`src/lil_pkg.sv`:
```
// Shared types and constants for the two-level learned index lookup.
// No dependencies.
`timescale 1ns / 1ps
package lil_pkg;

  typedef enum logic [1:0] {
    CMD_LOOKUP    = 2'd0,
    CMD_ROOT_WR   = 2'd1,
    CMD_HANDLE_WR = 2'd2,
    CMD_OFFSET_WR = 2'd3
  } cmd_e;

  typedef enum logic [1:0] {
    REG_ROOT_BASE_KEY = 2'd0,
    REG_ROOT_SLOPE    = 2'd1,
    REG_ROOT_SIZE     = 2'd2,
    REG_HANDLE_TOTAL  = 2'd3
  } reg_e;

  typedef enum logic [2:0] {
    S_IDLE,
    S_ROOT_PRED,
    S_ROOT_READ,
    S_HANDLE_READ,
    S_HANDLE_PRED,
    S_OFFSET_READ
  } back_state_e;

  typedef struct packed {
    cmd_e        command;
    logic [63:0] lookup_key;
    logic [63:0] slope_value;
    logic [15:0] entry_index;
    logic [31:0] entry_value;
    logic [15:0] table_base;
    logic [16:0] table_length;
  } in_item_t;

  typedef struct packed {
    logic        found;
    logic [7:0]  handle_index;
    logic [31:0] blk_offset;
    logic        used_next_handle;
  } out_item_t;

  typedef struct packed {
    in_item_t item;
    logic     index_ok;
  } front_item_t;

  typedef struct packed {
    logic [63:0] key_origin;
    logic [63:0] slope;
    logic [15:0] base;
    logic [16:0] length;
  } handle_t;

  typedef struct packed {
    logic        valid;
    front_item_t head;
  } front_head_t;

endpackage

```
`src/lil_fifo.sv`:
```
// Small register queue used on both sides of the block.
// No dependencies.
`timescale 1ns / 1ps
module lil_fifo #(
  parameter type T     = logic,
  parameter int  Depth = 2
) (
  input  logic clk_i,
  input  logic rst_ni,
  input  logic push_i,
  input  T     data_i,
  output logic full_o,
  input  logic pop_i,
  output logic empty_o,
  output T     data_o
);

  localparam int PtrW = (Depth > 1) ? $clog2(Depth) : 1;
  localparam int CntW = $clog2(Depth + 1);

  T              mem_q [Depth];
  logic [PtrW-1:0] wptr_q, wptr_d, rptr_q, rptr_d;
  logic [CntW-1:0] cnt_q, cnt_d;
  logic            do_push, do_pop;

  assign full_o  = (cnt_q == CntW'(Depth));
  assign empty_o = (cnt_q == '0);
  assign do_push = push_i && !full_o;
  assign do_pop  = pop_i && !empty_o;
  assign data_o  = mem_q[rptr_q];

  always_comb begin
    wptr_d = wptr_q;
    rptr_d = rptr_q;
    cnt_d  = cnt_q;
    if (do_push) begin
      wptr_d = (wptr_q == PtrW'(Depth - 1)) ? '0 : wptr_q + PtrW'(1);
    end
    if (do_pop) begin
      rptr_d = (rptr_q == PtrW'(Depth - 1)) ? '0 : rptr_q + PtrW'(1);
    end
    if (do_push && !do_pop) begin
      cnt_d = cnt_q + CntW'(1);
    end else if (!do_push && do_pop) begin
      cnt_d = cnt_q - CntW'(1);
    end
  end

  always_ff @(posedge clk_i or negedge rst_ni) begin
    if (!rst_ni) begin
      wptr_q <= '0;
      rptr_q <= '0;
      cnt_q  <= '0;
    end else begin
      wptr_q <= wptr_d;
      rptr_q <= rptr_d;
      cnt_q  <= cnt_d;
    end
  end

  always_ff @(posedge clk_i) begin
    if (do_push) begin
      mem_q[wptr_q] <= data_i;
    end
  end

endmodule

```
`src/lil_front.sv`:
```
// Front end: accepts items, checks write indexes against table sizes, queues them.
// Depends on lil_pkg and lil_fifo.
`timescale 1ns / 1ps
module lil_front import lil_pkg::*; #(
  parameter int ROOT_ENTRIES   = 1024,
  parameter int HANDLES        = 256,
  parameter int OFFSET_ENTRIES = 65536
) (
  input  logic        clk_i,
  input  logic        rst_ni,
  input  logic        push_i,
  input  in_item_t    data_i,
  output logic        full_o,
  input  logic        pop_i,
  output front_head_t head_o
);

  localparam logic [24:0] RootLim   = 25'(ROOT_ENTRIES);
  localparam logic [24:0] HandleLim = 25'(HANDLES);
  localparam logic [24:0] OffLim    = 25'(OFFSET_ENTRIES);

  front_item_t cls;
  logic [24:0] idx_x;
  logic        empty;

  assign idx_x = 25'(data_i.entry_index);

  always_comb begin
    cls.item = data_i;
    case (data_i.command)
      CMD_ROOT_WR:   cls.index_ok = idx_x < RootLim;
      CMD_HANDLE_WR: cls.index_ok = idx_x < HandleLim;
      CMD_OFFSET_WR: cls.index_ok = idx_x < OffLim;
      default:       cls.index_ok = 1'b1;
    endcase
  end

  lil_fifo #(.T(front_item_t), .Depth(2)) u_queue (
    .clk_i   (clk_i),
    .rst_ni  (rst_ni),
    .push_i  (push_i),
    .data_i  (cls),
    .full_o  (full_o),
    .pop_i   (pop_i),
    .empty_o (empty),
    .data_o  (head_o.head)
  );

  assign head_o.valid = !empty;

endmodule

```
`config.mk`:
```
export PLATFORM = sky130hd
export DESIGN_NAME = lil_front
export DESIGN_NICKNAME = d
export VERILOG_FILES = /design/src/lil_pkg.sv /design/src/lil_fifo.sv /design/src/lil_front.sv
export SDC_FILE = /design/constraint.sdc
export NUM_CORES = 1
export LEC_CHECK = 0
export BUFFER_PORTS_ARGS = -buffer_cell sky130_fd_sc_hd__buf_4
export CORE_MARGIN = 4
export CORE_UTILIZATION = 57
export DETAILED_ROUTE_END_ITERATION = 7
export GPL_TIMING_DRIVEN = 0
export PLACE_DENSITY = 0.86
export REMOVE_ABC_BUFFERS = 1
export SKIP_LAST_GASP = 1
export SLEW_MARGIN = 40
export SYNTH_ARGS = -nofsm -noshare
export SYNTH_HDL_FRONTEND = slang
export SYNTH_SLANG_ARGS = --single-unit
```
`constraint.sdc`:
```
create_clock -name clk_i -period 15.67 [get_ports clk_i]
set_clock_uncertainty 0.2 [all_clocks]
set_input_delay 2.3505 -clock clk_i [delete_from_list [all_inputs] [get_ports clk_i]]
set_output_delay 2.3505 -clock clk_i [all_outputs]
set_load 0.02 [all_outputs]
```
==> impl_metrics.py, run 1 <==
metrics = {
    "status": {
        "status": "finished, final reports clean",
    },
    "grt": {
        "antenna_found_initial": 2,
        "grt_max_degree": 40,
        "grt_most_used_layer": "met2",
        "met1_usage_pct": 24.0,
        "gr-usage-met3_pct": 8.20,
        "grt_first_pass_wirelength_um": 52400,
        "grt_usage_pct": 22.3,
        "grt_pass1_vias": 9030,
        "grt-ovfl-total": 0,
        "use_met2_pct": 39.6,
    },
    "layout": {
        "fin_nets": 1378,
        "final_util_pct": 77.5,
        "fillCellCount": 1445,
        "drive_gt1_share_pct": 61.0,
        "area_growth_pct": 33.4,
    },
    "yosys": {
        "synth_top_area_share_pct": 78.4,
        "yosysUniqueCellTypes": 18,
        "synthFlopType": "edfxtp_1",
        "synth_common_cells": "edfxtp_1 (424), mux2_4 (170), mux2_2 (42), buf_6 (20)",
        "yosysSeqAreaShare_pct": 79.0,
        "synth_area_leaders": "edfxtp_1 (78%), mux2_4 (16%), mux2_2 (2.9%)",
        "syn_inst": 686,
        "synth_most_common_cell": "edfxtp_1",
        "synth.largest_area_cell": "edfxtp_1",
        "syn_area_um2": 16200,
        "synthArstFlopShare_pct": 0.935,
        "synth_seq_cells": 428,
        "ys_warn_count": 0,
        "synth_edf_count": 424,
        "syn_avg_cell_area_um2": 23.7,
    },
    "placed_design": {
        "hpwl_um": 25300,
        "port_buffers": 428,
        "globalplace.congestion": 0.753,
        "place_worst_setup_slack_ps": 10880,
    },
    "worst_setup_path": {
        "arrival_ps": 2640,
        "path_cells": "buf_12, buf_12, buf_12, mux2_2, buf_4",
        "slowest_stage": "dfrtp_4",
        "cp_max_fo": 31,
        "crit_type": "register to output pin",
        "crit_path_end_kind": "output pin",
        "timing.rr.end": "u_queue.mem_q[0][132]",
        "path_common_cell": "buf_12",
        "reg2reg_from": "u_queue.cnt_q[0]",
        "required_ps": 13120,
        "slowest_delay_ps": 690,
        "r2r_cells": 11,
        "reg2reg_slack_ps": 12680,
        "cp-start-kind": "register",
    },
    "floorplanning": {
        "die_area_um2": 31200,
        "pin_count": 429,
        "initial_core_util_pct": 58.1,
        "coreArea_um2": 27900,
        "die_y_um": 177,
        "fp.dieW_um": 177,
        "rows": 61,
    },
    "min_path": {
        "hold_depth": 1,
        "hp-start": "u_queue.cnt_q[1]",
        "holdPathEnd": "u_queue.cnt_q[1]",
        "hold_path.class": "register to register",
    },
    "routing": {
        "drc": 0,
        "drt_pass1_iterations": 5,
        "antenna_left": 0,
        "detail_route.iter0.violations": 642,
        "vias": 8270,
        "wire_per_inst_um": 23.0,
        "drt-total-wl_um": 36200,
        "viasPerCell": 5.25,
    },
    "sta": {
        "slew_headroom_pct": 71.8,
        "fin_ws_ps": 10480,
        "fin_crit_sh_pct": 33.1,
        "hold_viol_final": 0,
        "rsz0062_at_grt": "false",
        "fmax_ghz": 0.193,
        "whs_ps": 326,
        "worstMarginPinSlew_ps": 419,
        "slew_viol_final": 0,
        "setup_viol": 0,
        "min_period_ps": 5190,
    },
    "clocking": {
        "clk_latency_ps": 530,
        "htreeDepth": 2,
        "cts_buffers": 42,
        "cts_resized": 0,
        "cts_hold_buf": 0,
        "cts_setup_buffers": 0,
        "cts_sinks": 428,
        "cts.clk_slew.worst_paths_ps": 50,
        "tritoncts": "built",
        "clk_path_buf_depth": 3,
        "cts-root-buf": "clkbuf_16",
    },
    "power": {
        "p_per_area_nw_per_um2": 200,
        "ir_worst_vdd_uv": 139,
        "p_total_mw": 4.33,
        "power.leakage_nw": 8.60,
    },
    "flow_run": {
        "cap_violations": 0,
    },
}
kinds of logic (layout without fill, tap and decap cells):
| family | after synthesis | after routing | share of synthesized area, % |
|---|---|---|---|
| mux | 212 | 212 | 18.6 |
| other cells | 0 | 1 | 0 |
| simple gates | 10 | 10 | 0.293 |
| flops | 428 | 428 | 79.0 |
| fa+ha+maj | 1 | 1 | 0.0770 |
| compound gates | 3 | 3 | 0.116 |
| buf+inv | 27 | 537 | 1.58 |
| xor+xnor | 5 | 5 | 0.270 |
stage by stage:
step | std cells | setup TNS [ps] | cell area [um^2]
3_3_place_gp | 1468 | -316910 | 19700
3_5_place_dp | 1496 | 0 | 20300
5_1_grt | 1575 | 0 | 21700
4_1_cts | 1574 | 0 | 21700
2_1_floorplan | 662 | 0 | 16000
6_report | 1575 | 0 | 21700
registers in the layout (all words and copies together) (netlist names):
register,count
u_queue.wptr_q,1
u_queue.rptr_q,1
u_queue.cnt_q,2
u_queue.mem_q,424
worst max-delay path, delay by kind of cell, from the launching register on:
kind	cells	cell delay, ps
flops	1	690
buf+inv	4	1010
mux	1	360
report_power, final:
group	internal, mW	switching (mW)	total [mW]
Combinational	0.829	0.872	1.70
Clock	0.583	0.401	0.985
Sequential	1.56	0.0838	1.65
Total	2.97	1.36	4.33
cell usage in the layout (no fill, tap or decap), types with 3 or more instances in the layout:
| master | Yosys | layout |
|---|---|---|
| buf_12 | 0 | 13 |
| buf_16 | 0 | 9 |
| buf_4 | 0 | 428 |
| buf_8 | 0 | 6 |
| bufinv_16 | 0 | 3 |
| clkbuf_1 | 0 | 12 |
| clkbuf_16 | 0 | 45 |
| clkinv_1 | 0 | 8 |
| clkinv_2 | 0 | 6 |
| dfrtp_1 | 4 | 3 |
| edfxtp_1 | 424 | 424 |
| inv_1 | 3 | 3 |
| mux2_2 | 42 | 42 |
| mux2_4 | 170 | 170 |
| nor2_1 | 4 | 3 |
| xnor2_1 | 3 | 3 |
metal layers:
metal	routed length (um)	vias to the layer above	share of wire (%)
li1	-	3705	-
met1	12000	4101	33
met2	19000	374	53
met3	3530	88	9.8
met4	1550	2	4.3
met5	20	-	0.055
how the worst max path moves through the flow:
stage	start	end	slack, ps
global route	u_queue.rptr_q	head_o[186]	10390
finish	u_queue.rptr_q	head_o[186]	10480
floorplan	push_i	u_queue.mem_q[0][0]	3460
detailed placement	push_i	u_queue.mem_q[0][132]	10880
CTS	u_queue.rptr_q	head_o[186]	10450
global placement	push_i	u_queue.mem_q[0][132]	-1510
final cells by class:
class,instances,area [um^2],share of cell area [%]
clock inverters,19,166,0.768
flip-flops and latches,428,12800,59.3
multi-input cells,231,3160,14.6
diodes,1,2.50,0.0116
inverters,3,11.3,0.0520
repair buffers,456,3810,17.6
clock buffers,59,1200,5.53
well taps,378,473,2.18
Note: power is estimated with default switching activity, not from simulation.
==> run 2, diff against run 1 <==
- CORE_UTILIZATION: 57 -> 47
- PLACE_DENSITY: 0.86 -> 0.76
- clock period: 15.67 -> 4.4 ns (I/O delays scaled with it)
==> run 2 against run 1 <==
Against the previous run: hold slack worse by 200 ps; combinational power rose to 3.6 times the previous value; setup slack lost 9300 ps; largest cell class unchanged; clock power grew to 3.6 times the previous value; critical path depth unchanged; core utilization shrank 13 points; sequential power grew to 3.5 times the previous value; final cell count up 4.6%; register-to-register slack got worse by 11000 ps; critical endpoint is now head_o[19].
==> impl_metrics.py, run 2 (synthesis results as in run 1) <==
metrics = {
    "floorplanning": {
        "initial_core_util_pct": 48.1,
        "coreArea_um2": 33800,
        "pin_count": 429,
        "fp.dieW_um": 194,
        "die_y_um": 194,
        "rows": 67,
        "die_area_um2": 37600,
    },
    "sta": {
        "setup_viol": 0,
        "fin_crit_sh_pct": 72.2,
        "worstMarginPinSlew_ps": 527,
        "rsz0062_at_grt": "false",
        "fmax_ghz": 0.315,
        "slew_viol_final": 0,
        "fin_setup_tns_ps": 0,
        "whs_ps": 124,
        "fin_ws_ps": 1220,
        "hold_viol_final": 0,
        "slew_headroom_pct": 64.8,
        "min_period_ps": 3180,
    },
    "clocking": {
        "tritoncts": "built",
        "cts_buffers": 44,
        "htreeDepth": 2,
        "cts.clk_slew.worst_paths_ps": 60,
        "cts_sinks": 428,
        "cts-root-buf": "clkbuf_16",
        "clk_path_buf_depth": 3,
        "cts_setup_buffers": 0,
        "clk_latency_ps": 510,
    },
    "status": {
        "status": "finished, final reports clean",
    },
    "power": {
        "p_total_mw": 15.4,
        "ir_worst_vdd_uv": 500,
        "power.leakage_nw": 8.61,
        "p_per_area_nw_per_um2": 706,
    },
    "placed_design": {
        "hpwl_um": 24400,
        "dpl_cell_area_um2": 20400,
        "place_worst_setup_slack_ps": 1700,
        "post-place-cells": 1566,
        "port_buffers": 428,
        "globalplace.congestion": 0.734,
    },
    "worst_setup_path": {
        "cp-start-kind": "register",
        "cp_max_fo": 30,
        "crit_path_end_kind": "output pin",
        "required_ps": 3540,
        "crit_type": "register to output pin",
        "arrival_ps": 2320,
    },
    "grt": {
        "grt-ovfl-total": 0,
        "grt_max_degree": 42,
        "grt_usage_pct": 17.1,
        "antenna_found_initial": 4,
        "grt_pass1_vias": 8647,
        "grt_first_pass_wirelength_um": 50500,
    },
    "routing": {
        "drt-total-wl_um": 34000,
        "vias": 8087,
        "drc": 0,
        "viasPerCell": 4.91,
        "drt_pass1_iterations": 4,
        "antenna_left": 0,
        "detail_route.iter0.violations": 315,
        "wire_per_inst_um": 20.6,
    },
    "layout": {
        "final_cell_mix": "buf_4 (428), edfxtp_1 (424), mux2_4 (170)",
        "largest_reg_flops": 424,
        "fillCellCount": 2300,
        "final_util_pct": 64.4,
        "multi_input_area_um2": 3160,
        "layoutNonFillerInstCount": 1648,
        "reg.largest.list": "u_queue.mem_q: 424 flops, u_queue.cnt_q: 2 flops",
        "area_growth_pct": 34.1,
        "design_area_um2": 21800,
        "top_register": "u_queue.mem_q",
        "fin_nets": 1381,
        "layout_commonest_cell": "buf_4",
        "seq_area_um2": 12800,
        "drive_gt1_share_pct": 61.1,
    },
    "flow_run": {
        "cap_violations": 0,
    },
    "min_path": {
        "hold_path.class": "input pin to register",
    },
}
[run 2: changes by cell type in the layout (fill, tap and decap cells not counted), moves of 2 or more]
cell        delta
clkbuf_8       -2
clkbuf_1       -3
clkinv_1       +2
clkinvlp_4     +3
[run 2: power by group]
group / internal, mW / switching (mW) / total (mW)
Combinational: 2.95 / 3.10 / 6.05
Sequential: 5.56 / 0.225 / 5.79
Clock: 2.10 / 1.44 / 3.54
[run 2: path summary, 6_finish.rpt]
check                                      start               endpoint  slack [ps]  cells past startpoint
worst max-delay path              u_queue.rptr_q             head_o[19]        1220                      5
worst min-delay path                 data_i[178]  u_queue.mem_q[1][179]         120                      1
worst max register to register  u_queue.cnt_q[0]  u_queue.mem_q[0][111]        1880                      7
worst min register to register  u_queue.cnt_q[1]       u_queue.cnt_q[1]         320                      1
max in group asynchronous                 rst_ni         u_queue.rptr_q        3580                      2
min in group asynchronous                 rst_ni         u_queue.rptr_q         300                      2
[run 2: area by class of cell]
| type | count | area share (%) |
|---|---|---|
| antenna | 2 | 0.0230 |
| tap | 448 | 2.57 |
| multi-input combinational | 231 | 14.5 |
| inverter | 3 | 0.0517 |
| sequential | 428 | 59.0 |
| clock inverter | 25 | 1.04 |
| timing repair buffer | 457 | 17.5 |
| clock buffer | 54 | 5.33 |
[run 2: per-layer routing]
layer | routed length (um) | vias to the layer above | track usage [%]
met5 | 14 | - | 0
met4 | 1170 | 4 | 6.07
met3 | 2980 | 72 | 5.96
met2 | 17400 | 312 | 29.9
met1 | 12500 | 3999 | 19.7
li1 | - | 3700 | -
[run 2: critical path, cell delays in order, from the launching register on]
cell and delay (ps):
dfrtp_4 480, buf_12 240, buf_12 280, buf_12 260, mux2_4 340, buf_4 160
[run 2: what timing repair did]
action,CTS,global route
gates resized for setup,0,0
hold buffers,1,0
hold endpoints to repair,4,0
endpoints found under the setup margin,0,0
