[src/lil_fifo.sv]
// Small register queue used on both sides of the block.
// No dependencies.
`timescale 1ns / 1ps
module lil_fifo #(
  parameter type T     = logic,
  parameter int  Depth = 2
) (
  input  logic clk_i,
  input  logic rst_ni,
  input  logic push_i,
  input  T     data_i,
  output logic full_o,
  input  logic pop_i,
  output logic empty_o,
  output T     data_o
);

  localparam int PtrW = (Depth > 1) ? $clog2(Depth) : 1;
  localparam int CntW = $clog2(Depth + 1);

  T              mem_q [Depth];
  logic [PtrW-1:0] wptr_q, wptr_d, rptr_q, rptr_d;
  logic [CntW-1:0] cnt_q, cnt_d;
  logic            do_push, do_pop;

  assign full_o  = (cnt_q == CntW'(Depth));
  assign empty_o = (cnt_q == '0);
  assign do_push = push_i && !full_o;
  assign do_pop  = pop_i && !empty_o;
  assign data_o  = mem_q[rptr_q];

  always_comb begin
    wptr_d = wptr_q;
    rptr_d = rptr_q;
    cnt_d  = cnt_q;
    if (do_push) begin
      wptr_d = (wptr_q == PtrW'(Depth - 1)) ? '0 : wptr_q + PtrW'(1);
    end
    if (do_pop) begin
      rptr_d = (rptr_q == PtrW'(Depth - 1)) ? '0 : rptr_q + PtrW'(1);
    end
    if (do_push && !do_pop) begin
      cnt_d = cnt_q + CntW'(1);
    end else if (!do_push && do_pop) begin
      cnt_d = cnt_q - CntW'(1);
    end
  end

  always_ff @(posedge clk_i or negedge rst_ni) begin
    if (!rst_ni) begin
      wptr_q <= '0;
      rptr_q <= '0;
      cnt_q  <= '0;
    end else begin
      wptr_q <= wptr_d;
      rptr_q <= rptr_d;
      cnt_q  <= cnt_d;
    end
  end

  always_ff @(posedge clk_i) begin
    if (do_push) begin
      mem_q[wptr_q] <= data_i;
    end
  end

endmodule

[config.mk]
export PLATFORM = sky130hd
export DESIGN_NAME = lil_fifo
export DESIGN_NICKNAME = d
export VERILOG_FILES = /design/src/lil_fifo.sv
export SDC_FILE = /design/constraint.sdc
export NUM_CORES = 1
export LEC_CHECK = 0
export BUFFER_PORTS_ARGS = -buffer_cell sky130_fd_sc_hd__clkbuf_2
export CORE_AREA = 2 2 39 41
export DETAILED_ROUTE_END_ITERATION = 6
export DIE_AREA = 0 0 41 43
export PLACE_DENSITY = 0.36
export SYNTH_ARGS = -nofsm -noshare
export SYNTH_HDL_FRONTEND = slang
export SYNTH_SLANG_ARGS = --single-unit
[constraint.sdc]
create_clock -name clk_i -period 2.19 [get_ports clk_i]
set_input_delay 0.219 -clock clk_i [delete_from_list [all_inputs] [get_ports clk_i]]
set_output_delay 0.219 -clock clk_i [all_outputs]
set_load 0.01 [all_outputs]
==> results.py, run 1 <==
metrics = {
    "synth": {
        "cell_count_after_synthesis": 22,
        "synthesis.nets": 28,
        "seq_area_frac_synth": 0.598,
        "synth.ff_latch_count": 6,
        "synth.distinct_cells": 12,
        "synthesis.area_um2": 268,
        "post_synthesis_mean_instance_area_um2": 12.2,
        "yosysWarningCount": 0,
    },
    "routing": {
        "number_of_routed_nets_with_antenna_violations": 0,
        "detail_route.drc_violations": 0,
        "number_of_drc_violations_after_detailed_routing_iteration_0": 1,
        "met3RoutedLength_um": 28,
        "routed_wl_um": 425,
        "met2RoutedLength_um": 212,
        "route.layer.met1.wl_um": 185,
        "post_drt_via_cell_ratio": 3.66,
        "drt-pass1-iter-count": 2,
        "topRoutingLayerUsed": "met3",
        "routed_wire_length_per_instance_um": 8.50,
        "route.vias.total": 183,
    },
    "global_route": {
        "grtUsageTotal": 0.0607,
        "grt.overflow.total": 0,
        "grt_pass1_wl_um": 683,
        "vias_in_the_first_global_route": 196,
        "antenna_found_initial": 0,
        "grt_start_max_net_pins": 6,
    },
    "floorplan": {
        "floorplan.rows": 14,
        "coreArea_um2": 1380,
        "num_io_pins": 8,
        "die_boundary_height_um": 43,
        "die_width_um": 41,
        "die_outline_area_um2": 1760,
        "start_util": 0.193,
    },
    "layout": {
        "final_nets": 41,
        "antenna-diode-count": 0,
        "leading_cell_types_in_the_layout_fill_and_taps_excluded": "sky130_fd_sc_hd__clkbuf_2, sky130_fd_sc_hd__dfrtp_1, sky130_fd_sc_hd__nor2_1, sky130_fd_sc_hd__xnor2_1, sky130_fd_sc_hd__clkbuf_4",
        "area_delta_synth_final_pct": 34.1,
        "share_of_post_route_cells_with_drive_strength_above_1": 0.324,
        "post-route-util": 0.259,
        "stdcell_area_um2": 359,
        "final_common_cell": "sky130_fd_sc_hd__clkbuf_2",
    },
    "job": {
        "maxCapViolCount": 0,
    },
    "placed_design": {
        "place_hpwl_um": 347,
        "post_place_instance_area_um2": 323,
        "finalWeightedCongestion": 0.765,
        "port-buffer-count": 7,
    },
    "sta": {
        "setup_repair_after_global_routing_missed_its_margin": "no",
        "tightest_slew_ps": 201,
        "achievable-frequency_mhz": 687,
        "slew_viol_final": 0,
        "clock-skew-final_ps": 7.62,
        "timing.final.crit_period_ps": 1450,
        "worst_slew_margin_rel": 0.865,
        "final-hold-violation-count": 0,
        "min_period_over_period": 0.664,
        "fin_tns_setup_ps": 0,
        "final-setup-viol-count": 0,
    },
    "clock_network": {
        "clock_latency_ps": 240,
        "clockBufferDepth": 2,
        "h-tree-depth": 1,
        "clock_sinks": 6,
        "cts_made_buffers": 3,
        "tritoncts": "yes",
        "cts.reportedPaths.clkPinSlew_ps": 50,
        "postCtsResizedCells": 0,
        "root_buffer": "sky130_fd_sc_hd__clkbuf_4",
    },
    "worst_hold_path": {
        "worstHoldPathType": "input pin to flip-flop",
    },
    "critical_path": {
        "max_stage_delay_ps": 420,
        "path_buf_inv": 1,
        "r2r_slack_ps": 740,
        "cp_common_cell": "sky130_fd_sc_hd__xor2_1",
        "setup.worst_path.end_class": "flip-flop",
        "cp_top_family": "simple AND/OR/NAND/NOR gates",
        "critical_path.cell_chain": "nand2b_1 -> nand2_1 -> inv_1 -> ha_1 -> xor2_1 -> nor2_1 -> xor2_1",
        "worstSetupPathType": "flip-flop to flip-flop",
        "timing.critical_path.slowest_stage_cell": "sky130_fd_sc_hd__dfrtp_1",
        "startpoint_type": "flip-flop",
        "worst_path_required_time_ps": 2350,
        "arrival_time_of_the_worst_setup_path_ps": 1620,
        "worstPathMaxFanout": 5,
    },
    "power": {
        "power_per_standard_cell_area_nw_per_um2": 1410,
        "leakage_nw": 0.174,
        "vdd.ir_drop.worst_uv": 273,
    },
    "outcome": {
        "outcome": "finished, final reports clean",
    },
}
sequential cells by signal, indices dropped and copies added (netlist names):
signal / count
cnt_q: 2
rptr_q: 1
wptr_q: 1
mem_q: 2
cell usage after synthesis, drive strengths merged:
cell	count	area share
o21ai	1	0.019
edfxtp	2	0.22
dfrtp	4	0.37
ha	1	0.047
nand2b	1	0.023
nand2	1	0.014
mux2	1	0.042
and3	1	0.023
inv	2	0.028
xor2	2	0.065
nor2	3	0.042
xnor2	3	0.098
power breakdown:
group | internal (mW) | switching [mW] | leakage (nW)
Clock | 0.0691 | 0.0415 | 0.0150
Sequential | 0.168 | 0.0423 | 0.0652
Combinational | 0.0999 | 0.0869 | 0.0942
Total | 0.337 | 0.171 | 0.174
layout make-up:
class	count	area, um^2
Fill cell	152	1020
Sequential cell	6	160
Clock buffer	4	26.3
Tap cell	16	20.0
Multi-Input combinational cell	14	100
Inverter	2	7.51
Timing Repair Buffer	8	45.0
timing repair:
item	CTS	global route
buffers inserted	0	0
hold buffers	1	0
endpoints found under the hold margin	4	0
metrics by stage:
stage,setup WS (ps),cells,hold slack [ps],total power [mW]
after global routing,592,50,162,0.555
after floorplan,829,22,-76.6,0.347
final,735,50,164,0.508
after CTS,719,50,159,0.517
after detailed placement,734,45,33.4,0.401
after global placement,754,45,32.7,0.396
logic make-up after synthesis:
family | count (synthesis) | synth area share
mux | 1 | 0.0421
buf+inv | 2 | 0.0280
xor+xnor | 5 | 0.164
flops | 6 | 0.598
simple gates | 6 | 0.103
compound gates | 1 | 0.0187
fa+ha+maj | 1 | 0.0467
final timing paths:
| check | from | to | depth (start not counted) |
|---|---|---|---|
| max in group asynchronous | rst_ni | cnt_q[0]$_DFFE_PN0P_ | 2 |
| hold reg to reg | rptr_q$_DFFE_PN0P_ | rptr_q$_DFFE_PN0P_ | 1 |
| hold / removal | data_i | mem_q[1]$_DFFE_PP_ | 1 |
| min in group asynchronous | rst_ni | wptr_q$_DFFE_PN0N_ | 2 |
| setup reg to reg | cnt_q[0]$_DFFE_PN0P_ | cnt_q[1]$_DFFE_PN0P_ | 7 |
| setup / recovery | cnt_q[0]$_DFFE_PN0P_ | cnt_q[1]$_DFFE_PN0P_ | 7 |
layer usage:
| layer | GRT usage | vias to the layer above |
|---|---|---|
| met5 | 0 | - |
| met4 | 0.0400 | 0 |
| met3 | 0.0314 | 0 |
| met2 | 0.0875 | 3 |
| met1 | 0.0658 | 85 |
| li1 | - | 95 |
Note: power is estimated with default switching activity, not from simulation.
==> inputs of run 2 (changes only) <==
--- a/config.mk
+++ b/config.mk
@@ -9,7 +9,7 @@
 export CORE_AREA = 2 2 39 41
 export DETAILED_ROUTE_END_ITERATION = 6
 export DIE_AREA = 0 0 41 43
-export PLACE_DENSITY = 0.36
+export PLACE_DENSITY = 0.37
 export SYNTH_ARGS = -nofsm -noshare
 export SYNTH_HDL_FRONTEND = slang
 export SYNTH_SLANG_ARGS = --single-unit
==> constraint.sdc (replaced) <==
create_clock -name clk_i -period 1.3 [get_ports clk_i]
set_input_delay 0.13 -clock clk_i [delete_from_list [all_inputs] [get_ports clk_i]]
set_output_delay 0.13 -clock clk_i [all_outputs]
set_load 0.01 [all_outputs]
==> run 2 against run 1 <==
  * Sequential share of layout area down 7.2 points
  * Design area up 19%
  * Maximum frequency up 14%
  * Sequential cell count unchanged
  * Die area unchanged
  * Highest routed layer is now met4
  * Critical endpoint unchanged
  * First-iteration DRC count down 100%
  * Clock skew down 7.1 ps
  * Cell count up 10%
==> results.py, run 2 (synthesis results as in run 1) <==
metrics = {
    "outcome": {
        "outcome": "finished, final reports clean",
    },
    "clock_network": {
        "cts_made_buffers": 3,
        "root_buffer": "sky130_fd_sc_hd__clkbuf_4",
        "tritoncts": "yes",
        "cts.reportedPaths.clkPinSlew_ps": 50,
        "h-tree-depth": 1,
        "clock_latency_ps": 250,
        "clockBufferDepth": 2,
        "clock_sinks": 6,
    },
    "critical_path": {
        "worstPathMaxFanout": 3,
        "cp_top_family": "flip-flops",
        "setup.worst_path.end_class": "flip-flop",
        "worst_path_required_time_ps": 1480,
        "crit_path_start": "cnt_q[0]$_DFFE_PN0P_",
        "cp_common_cell": "sky130_fd_sc_hd__xor2_1",
        "worst-path-stages": 7,
        "r2r_start": "cnt_q[0]$_DFFE_PN0P_",
        "crit_end": "cnt_q[1]$_DFFE_PN0P_",
        "startpoint_type": "flip-flop",
        "path_buf_inv": 1,
        "r2r_slack_ps": 20,
        "critical_path.cell_chain": "nand2b_4 -> nand2_4 -> inv_2 -> ha_4 -> xor2_1 -> nor2_1 -> xor2_1",
        "timing.critical_path.slowest_stage_cell": "sky130_fd_sc_hd__dfrtp_1",
        "worstSetupPathType": "flip-flop to flip-flop",
        "arrival_time_of_the_worst_setup_path_ps": 1460,
        "max_stage_delay_ps": 400,
        "worst-r2r-cell-count": 7,
        "timing.rr.end": "cnt_q[1]$_DFFE_PN0P_",
    },
    "routing": {
        "routed_wire_length_per_instance_um": 9.18,
        "number_of_drc_violations_after_detailed_routing_iteration_0": 0,
        "routed_wl_um": 505,
        "route.vias.total": 205,
        "drt-pass1-iter-count": 1,
        "detail_route.drc_violations": 0,
        "post_drt_via_cell_ratio": 3.73,
        "number_of_routed_nets_with_antenna_violations": 0,
    },
    "layout": {
        "leading_cell_types_in_the_layout_fill_and_taps_excluded": "sky130_fd_sc_hd__clkbuf_2, sky130_fd_sc_hd__buf_4, sky130_fd_sc_hd__dfrtp_1",
        "antenna-diode-count": 0,
        "post-route-util": 0.309,
        "biggestRegsByFlops": "cnt_q x2, mem_q x2",
        "share_of_post_route_cells_with_drive_strength_above_1": 0.538,
        "area_delta_synth_final_pct": 59.8,
        "final_common_cell": "sky130_fd_sc_hd__clkbuf_2",
        "final_nets": 46,
    },
    "global_route": {
        "grtUsageTotal": 0.0838,
        "antenna_found_initial": 0,
        "grt_pass1_wl_um": 890,
        "grt_start_max_net_pins": 5,
        "grt.overflow.total": 0,
        "vias_in_the_first_global_route": 220,
    },
    "worst_hold_path": {
        "worstHoldPathType": "input pin to flip-flop",
    },
    "power": {
        "power_switching_share": 0.343,
        "power.share.clock": 0.192,
        "report.power.total_mw": 1.05,
        "power.internal_mw": 0.689,
        "p_comb_frac": 0.477,
        "leakage_nw": 0.207,
        "switching_power_mw": 0.360,
        "pwr-share-seq": 0.331,
        "vdd.ir_drop.worst_uv": 792,
        "power_per_standard_cell_area_nw_per_um2": 2450,
    },
    "floorplan": {
        "coreArea_um2": 1380,
        "die_width_um": 41,
        "die_outline_area_um2": 1760,
        "die_boundary_height_um": 43,
        "start_util": 0.193,
        "floorplan.rows": 14,
        "num_io_pins": 8,
    },
    "sta": {
        "setup_repair_after_global_routing_missed_its_margin": "yes",
        "achievable-frequency_mhz": 781,
        "final-setup-viol-count": 0,
        "fin_hold_ws_ps": 64.8,
        "fin_tns_setup_ps": 0,
        "finalWorstSetupSlack_ps": 19.8,
        "slew_viol_final": 0,
        "timing.final.crit_period_ps": 1280,
        "clock-skew-final_ps": 0.557,
        "final-hold-violation-count": 0,
        "worst_slew_margin_rel": 0.870,
        "tightest_slew_ps": 195,
        "min_period_over_period": 0.985,
    },
    "placed_design": {
        "port-buffer-count": 7,
        "finalWeightedCongestion": 0.642,
        "place_worst_setup_slack_ps": -0.763,
        "place_hpwl_um": 382,
    },
    "job": {
        "maxCapViolCount": 0,
    },
}
==> run 2: how the worst min path moves through the flow <==
stage,start,endpoint,cells after the start
6_report,data_i,mem_q[0]$_DFFE_PP_,1
3_5_place_dp,rst_ni,rptr_q$_DFFE_PN0P_,1
2_1_floorplan,rst_ni,cnt_q[0]$_DFFE_PN0P_,0
5_1_grt,data_i,mem_q[1]$_DFFE_PP_,1
4_1_cts,data_i,mem_q[1]$_DFFE_PP_,1
3_3_place_gp,rst_ni,rptr_q$_DFFE_PN0P_,1
==> run 2: area by class of cell <==
cell class                      count  area, um^2
Tap cell                           16        20.0
Timing Repair Buffer               13        82.6
Multi-Input combinational cell     14         131
Fill cell                         151         956
Sequential cell                     6         160
Inverter                            2        7.51
Clock buffer                        4        26.3
==> run 2: power by group through the flow <==
stage               Sequential (mW)  Clock (mW)  Combinational (mW)
finish                        0.347       0.202               0.500
global route                  0.361       0.223               0.544
CTS                           0.350       0.209               0.503
detailed placement            0.347           0               0.449
global placement              0.347           0               0.439
floorplan                     0.354           0               0.274
==> run 2: worst reg2reg max path: stages (launching register included) <==
cell                       delay [ps]
sky130_fd_sc_hd__dfrtp_1          400
sky130_fd_sc_hd__nand2b_4         160
sky130_fd_sc_hd__nand2_4           60
sky130_fd_sc_hd__inv_2             40
sky130_fd_sc_hd__ha_4             140
sky130_fd_sc_hd__xor2_1           140
sky130_fd_sc_hd__nor2_1           120
sky130_fd_sc_hd__xor2_1           150
==> run 2: per-stage QoR <==
step                      cell area [um^2]  std cells
after floorplan                        285         22
final                                  428         55
after detailed placement               370         49
after global routing                   428         55
after global placement                 370         49
after CTS                              428         55
==> run 2: routing by layer <==
| layer | vias up | global-route usage | wire length [um] |
|---|---|---|---|
| li1 | 104 | - | - |
| met1 | 91 | 0.0850 | 228 |
| met2 | 7 | 0.113 | 223 |
| met3 | 3 | 0.0314 | 23 |
| met4 | 0 | 0.100 | 29 |
| met5 | - | 0 | 0 |
==> run 2: what timing repair did <==
item | in CTS | in global routing
hold endpoints to repair | 4 | 0
setup buffers | 1 | 0
hold buffers | 1 | 0
setup endpoints to repair | 1 | 1
pin swaps | 2 | 1
gates resized for setup | 3 | 0
==> inputs of run 3 (changes only) <==
--- a/config.mk
+++ b/config.mk
@@ -6,10 +6,14 @@
 export NUM_CORES = 1
 export LEC_CHECK = 0
 export BUFFER_PORTS_ARGS = -buffer_cell sky130_fd_sc_hd__clkbuf_2
+export CELL_PAD_IN_SITES_DETAIL_PLACEMENT = 0
+export CELL_PAD_IN_SITES_GLOBAL_PLACEMENT = 1
 export CORE_AREA = 2 2 39 41
 export DETAILED_ROUTE_END_ITERATION = 6
 export DIE_AREA = 0 0 41 43
-export PLACE_DENSITY = 0.37
+export GPL_TIMING_DRIVEN = 0
+export PLACE_DENSITY = 0.45
+export REMOVE_ABC_BUFFERS = 1
 export SYNTH_ARGS = -nofsm -noshare
 export SYNTH_HDL_FRONTEND = slang
 export SYNTH_SLANG_ARGS = --single-unit
==> run 3 against run 2 <==
  * The run now ends with negative setup slack left
  * Critical endpoint unchanged
  * First-iteration DRC count unchanged
  * Clock skew increased by 2.0 ps
  * Via count increased by 7.8%
  * Clock power decreased by 3%
  * Global-route usage increased by 0.20 points
  * Cell count increased by 3.6%
  * Critical path depth unchanged
  * Non-clock buffer count increased by 2
  * Routed wire length increased by 14%
  * Sequential cell count unchanged
==> results.py, run 3 (synthesis results as in run 1) <==
metrics = {
    "sta": {
        "setup_repair_after_global_routing_missed_its_margin": "yes",
        "clock-skew-final_ps": 2.56,
        "slew_viol_final": 0,
        "final-hold-violation-count": 0,
        "tightest_slew_ps": 144,
        "final-setup-viol-count": 1,
        "finalWorstSetupSlack_ps": -7.70,
        "achievable-frequency_mhz": 765,
        "worst_slew_margin_rel": 0.903,
        "timing.final.crit_period_ps": 1310,
        "min_period_over_period": 1.01,
    },
    "power": {
        "power_per_standard_cell_area_nw_per_um2": 2480,
        "leakage_nw": 0.218,
        "vdd.ir_drop.worst_uv": 502,
    },
    "routing": {
        "routed_wl_um": 578,
        "detail_route.drc_violations": 0,
        "route.vias.total": 221,
        "number_of_routed_nets_with_antenna_violations": 0,
        "number_of_drc_violations_after_detailed_routing_iteration_0": 0,
        "routed_wire_length_per_instance_um": 10.1,
        "drt-pass1-iter-count": 1,
        "post_drt_via_cell_ratio": 3.88,
    },
    "layout": {
        "stdcell_area_um2": 458,
        "antenna-diode-count": 0,
        "post-route-util": 0.331,
        "share_of_post_route_cells_with_drive_strength_above_1": 0.585,
        "count_of_filler_cells_inserted_in_the_layout": 147,
        "final_common_cell": "sky130_fd_sc_hd__clkbuf_2",
        "leading_cell_types_in_the_layout_fill_and_taps_excluded": "sky130_fd_sc_hd__clkbuf_2, sky130_fd_sc_hd__buf_4",
        "biggestRegsByFlops": "cnt_q x2, mem_q x2",
        "area_delta_synth_final_pct": 71.0,
        "final_nets": 48,
    },
    "critical_path": {
        "arrival_time_of_the_worst_setup_path_ps": 1480,
        "worst_path_required_time_ps": 1470,
        "critical_path.cell_chain": "nand2b_4 -> nand2_4 -> inv_4 -> ha_4 -> xor2_1 -> nor2_1 -> xor2_1",
        "cp_top_family": "flip-flops",
        "timing.critical_path.slowest_stage_cell": "sky130_fd_sc_hd__dfrtp_1",
        "path_buf_inv": 1,
        "setup.worst_path.end_class": "flip-flop",
        "cp_common_cell": "sky130_fd_sc_hd__xor2_1",
        "max_stage_delay_ps": 390,
        "worstSetupPathType": "flip-flop to flip-flop",
        "startpoint_type": "flip-flop",
        "worstPathMaxFanout": 3,
    },
    "outcome": {
        "outcome": "complete, but fails checks",
        "violations": "negative setup slack",
    },
    "placed_design": {
        "place_hpwl_um": 400,
        "post_place_instance_area_um2": 323,
        "port-buffer-count": 7,
        "finalWeightedCongestion": 0.664,
    },
    "global_route": {
        "grt_start_max_net_pins": 5,
        "vias_in_the_first_global_route": 240,
        "grt_pass1_wl_um": 910,
        "grtUsageTotal": 0.0858,
        "grt.overflow.total": 0,
        "antenna_found_initial": 0,
    },
    "clock_network": {
        "cts_made_buffers": 3,
        "clock_sinks": 6,
        "cts.reportedPaths.clkPinSlew_ps": 50,
        "clock_latency_ps": 250,
        "root_buffer": "sky130_fd_sc_hd__clkbuf_4",
        "h-tree-depth": 1,
        "tritoncts": "yes",
        "clockBufferDepth": 2,
    },
    "floorplan": {
        "floorplan.rows": 14,
        "die_boundary_height_um": 43,
        "coreArea_um2": 1380,
        "num_io_pins": 8,
        "die_outline_area_um2": 1760,
        "start_util": 0.193,
        "die_width_um": 41,
    },
    "job": {
        "maxCapViolCount": 0,
    },
    "worst_hold_path": {
        "worstHoldPathType": "input pin to flip-flop",
    },
}
-- run 3: worst paths after layout --
| path | from | endpoint | slack, ps | cells past startpoint |
|---|---|---|---|---|
| setup / recovery | cnt_q[0]$_DFFE_PN0P_ | cnt_q[1]$_DFFE_PN0P_ | -8 | 7 |
| hold / removal | data_i | mem_q[1]$_DFFE_PP_ | 70 | 1 |
| setup reg to reg | cnt_q[0]$_DFFE_PN0P_ | cnt_q[1]$_DFFE_PN0P_ | -8 | 7 |
| hold reg to reg | rptr_q$_DFFE_PN0P_ | rptr_q$_DFFE_PN0P_ | 490 | 1 |
| max in group asynchronous | rst_ni | cnt_q[1]$_DFFE_PN0P_ | 940 | 2 |
| min in group asynchronous | rst_ni | wptr_q$_DFFE_PN0N_ | 210 | 2 |
-- run 3: timing repair --
action | 4_1_cts | 5_1_grt
endpoints found under the setup margin | 2 | 1
setup buffers | 6 | 1
hold buffers | 1 | 0
endpoints found under the hold margin | 4 | 0
pin swaps | 6 | 3
gates resized for setup | 10 | 1
-- run 3: cell type report --
class	instances	area, um^2	share of cell area
timing repair buffer	15	101	0.221
inverter	2	10.0	0.0219
sequential	6	161	0.352
clock buffer	4	26.3	0.0574
tap	16	20.0	0.0437
multi-input combinational	14	139	0.303
-- run 3: per-stage QoR --
stage | power (mW) | TNS, ps | cells | hold slack [ps] | worst slack (ps)
6_report | 1.14 | -7.70 | 57 | 73.3 | -7.70
5_1_grt | 1.23 | -79.9 | 57 | 60.2 | -79.9
4_1_cts | 1.13 | -16.1 | 56 | 67.7 | -16.1
3_5_place_dp | 0.686 | -237 | 45 | -53.0 | -180
3_3_place_gp | 0.667 | -185 | 45 | -58.3 | -144
2_1_floorplan | 0.584 | -60.8 | 22 | -166 | -60.8
-- run 3: where the power goes --
group	internal [mW]	total, mW	switching (mW)
Combinational	0.344	0.579	0.235
Clock	0.117	0.195	0.0785
Sequential	0.287	0.361	0.0742
-- run 3: per-layer routing --
metal,vias up,part of all wire,track usage
li1,107,-,-
met1,106,0.35,0.0654
met2,5,0.57,0.138
met3,3,0.028,0.0157
met4,0,0.050,0.120
met5,-,0,0
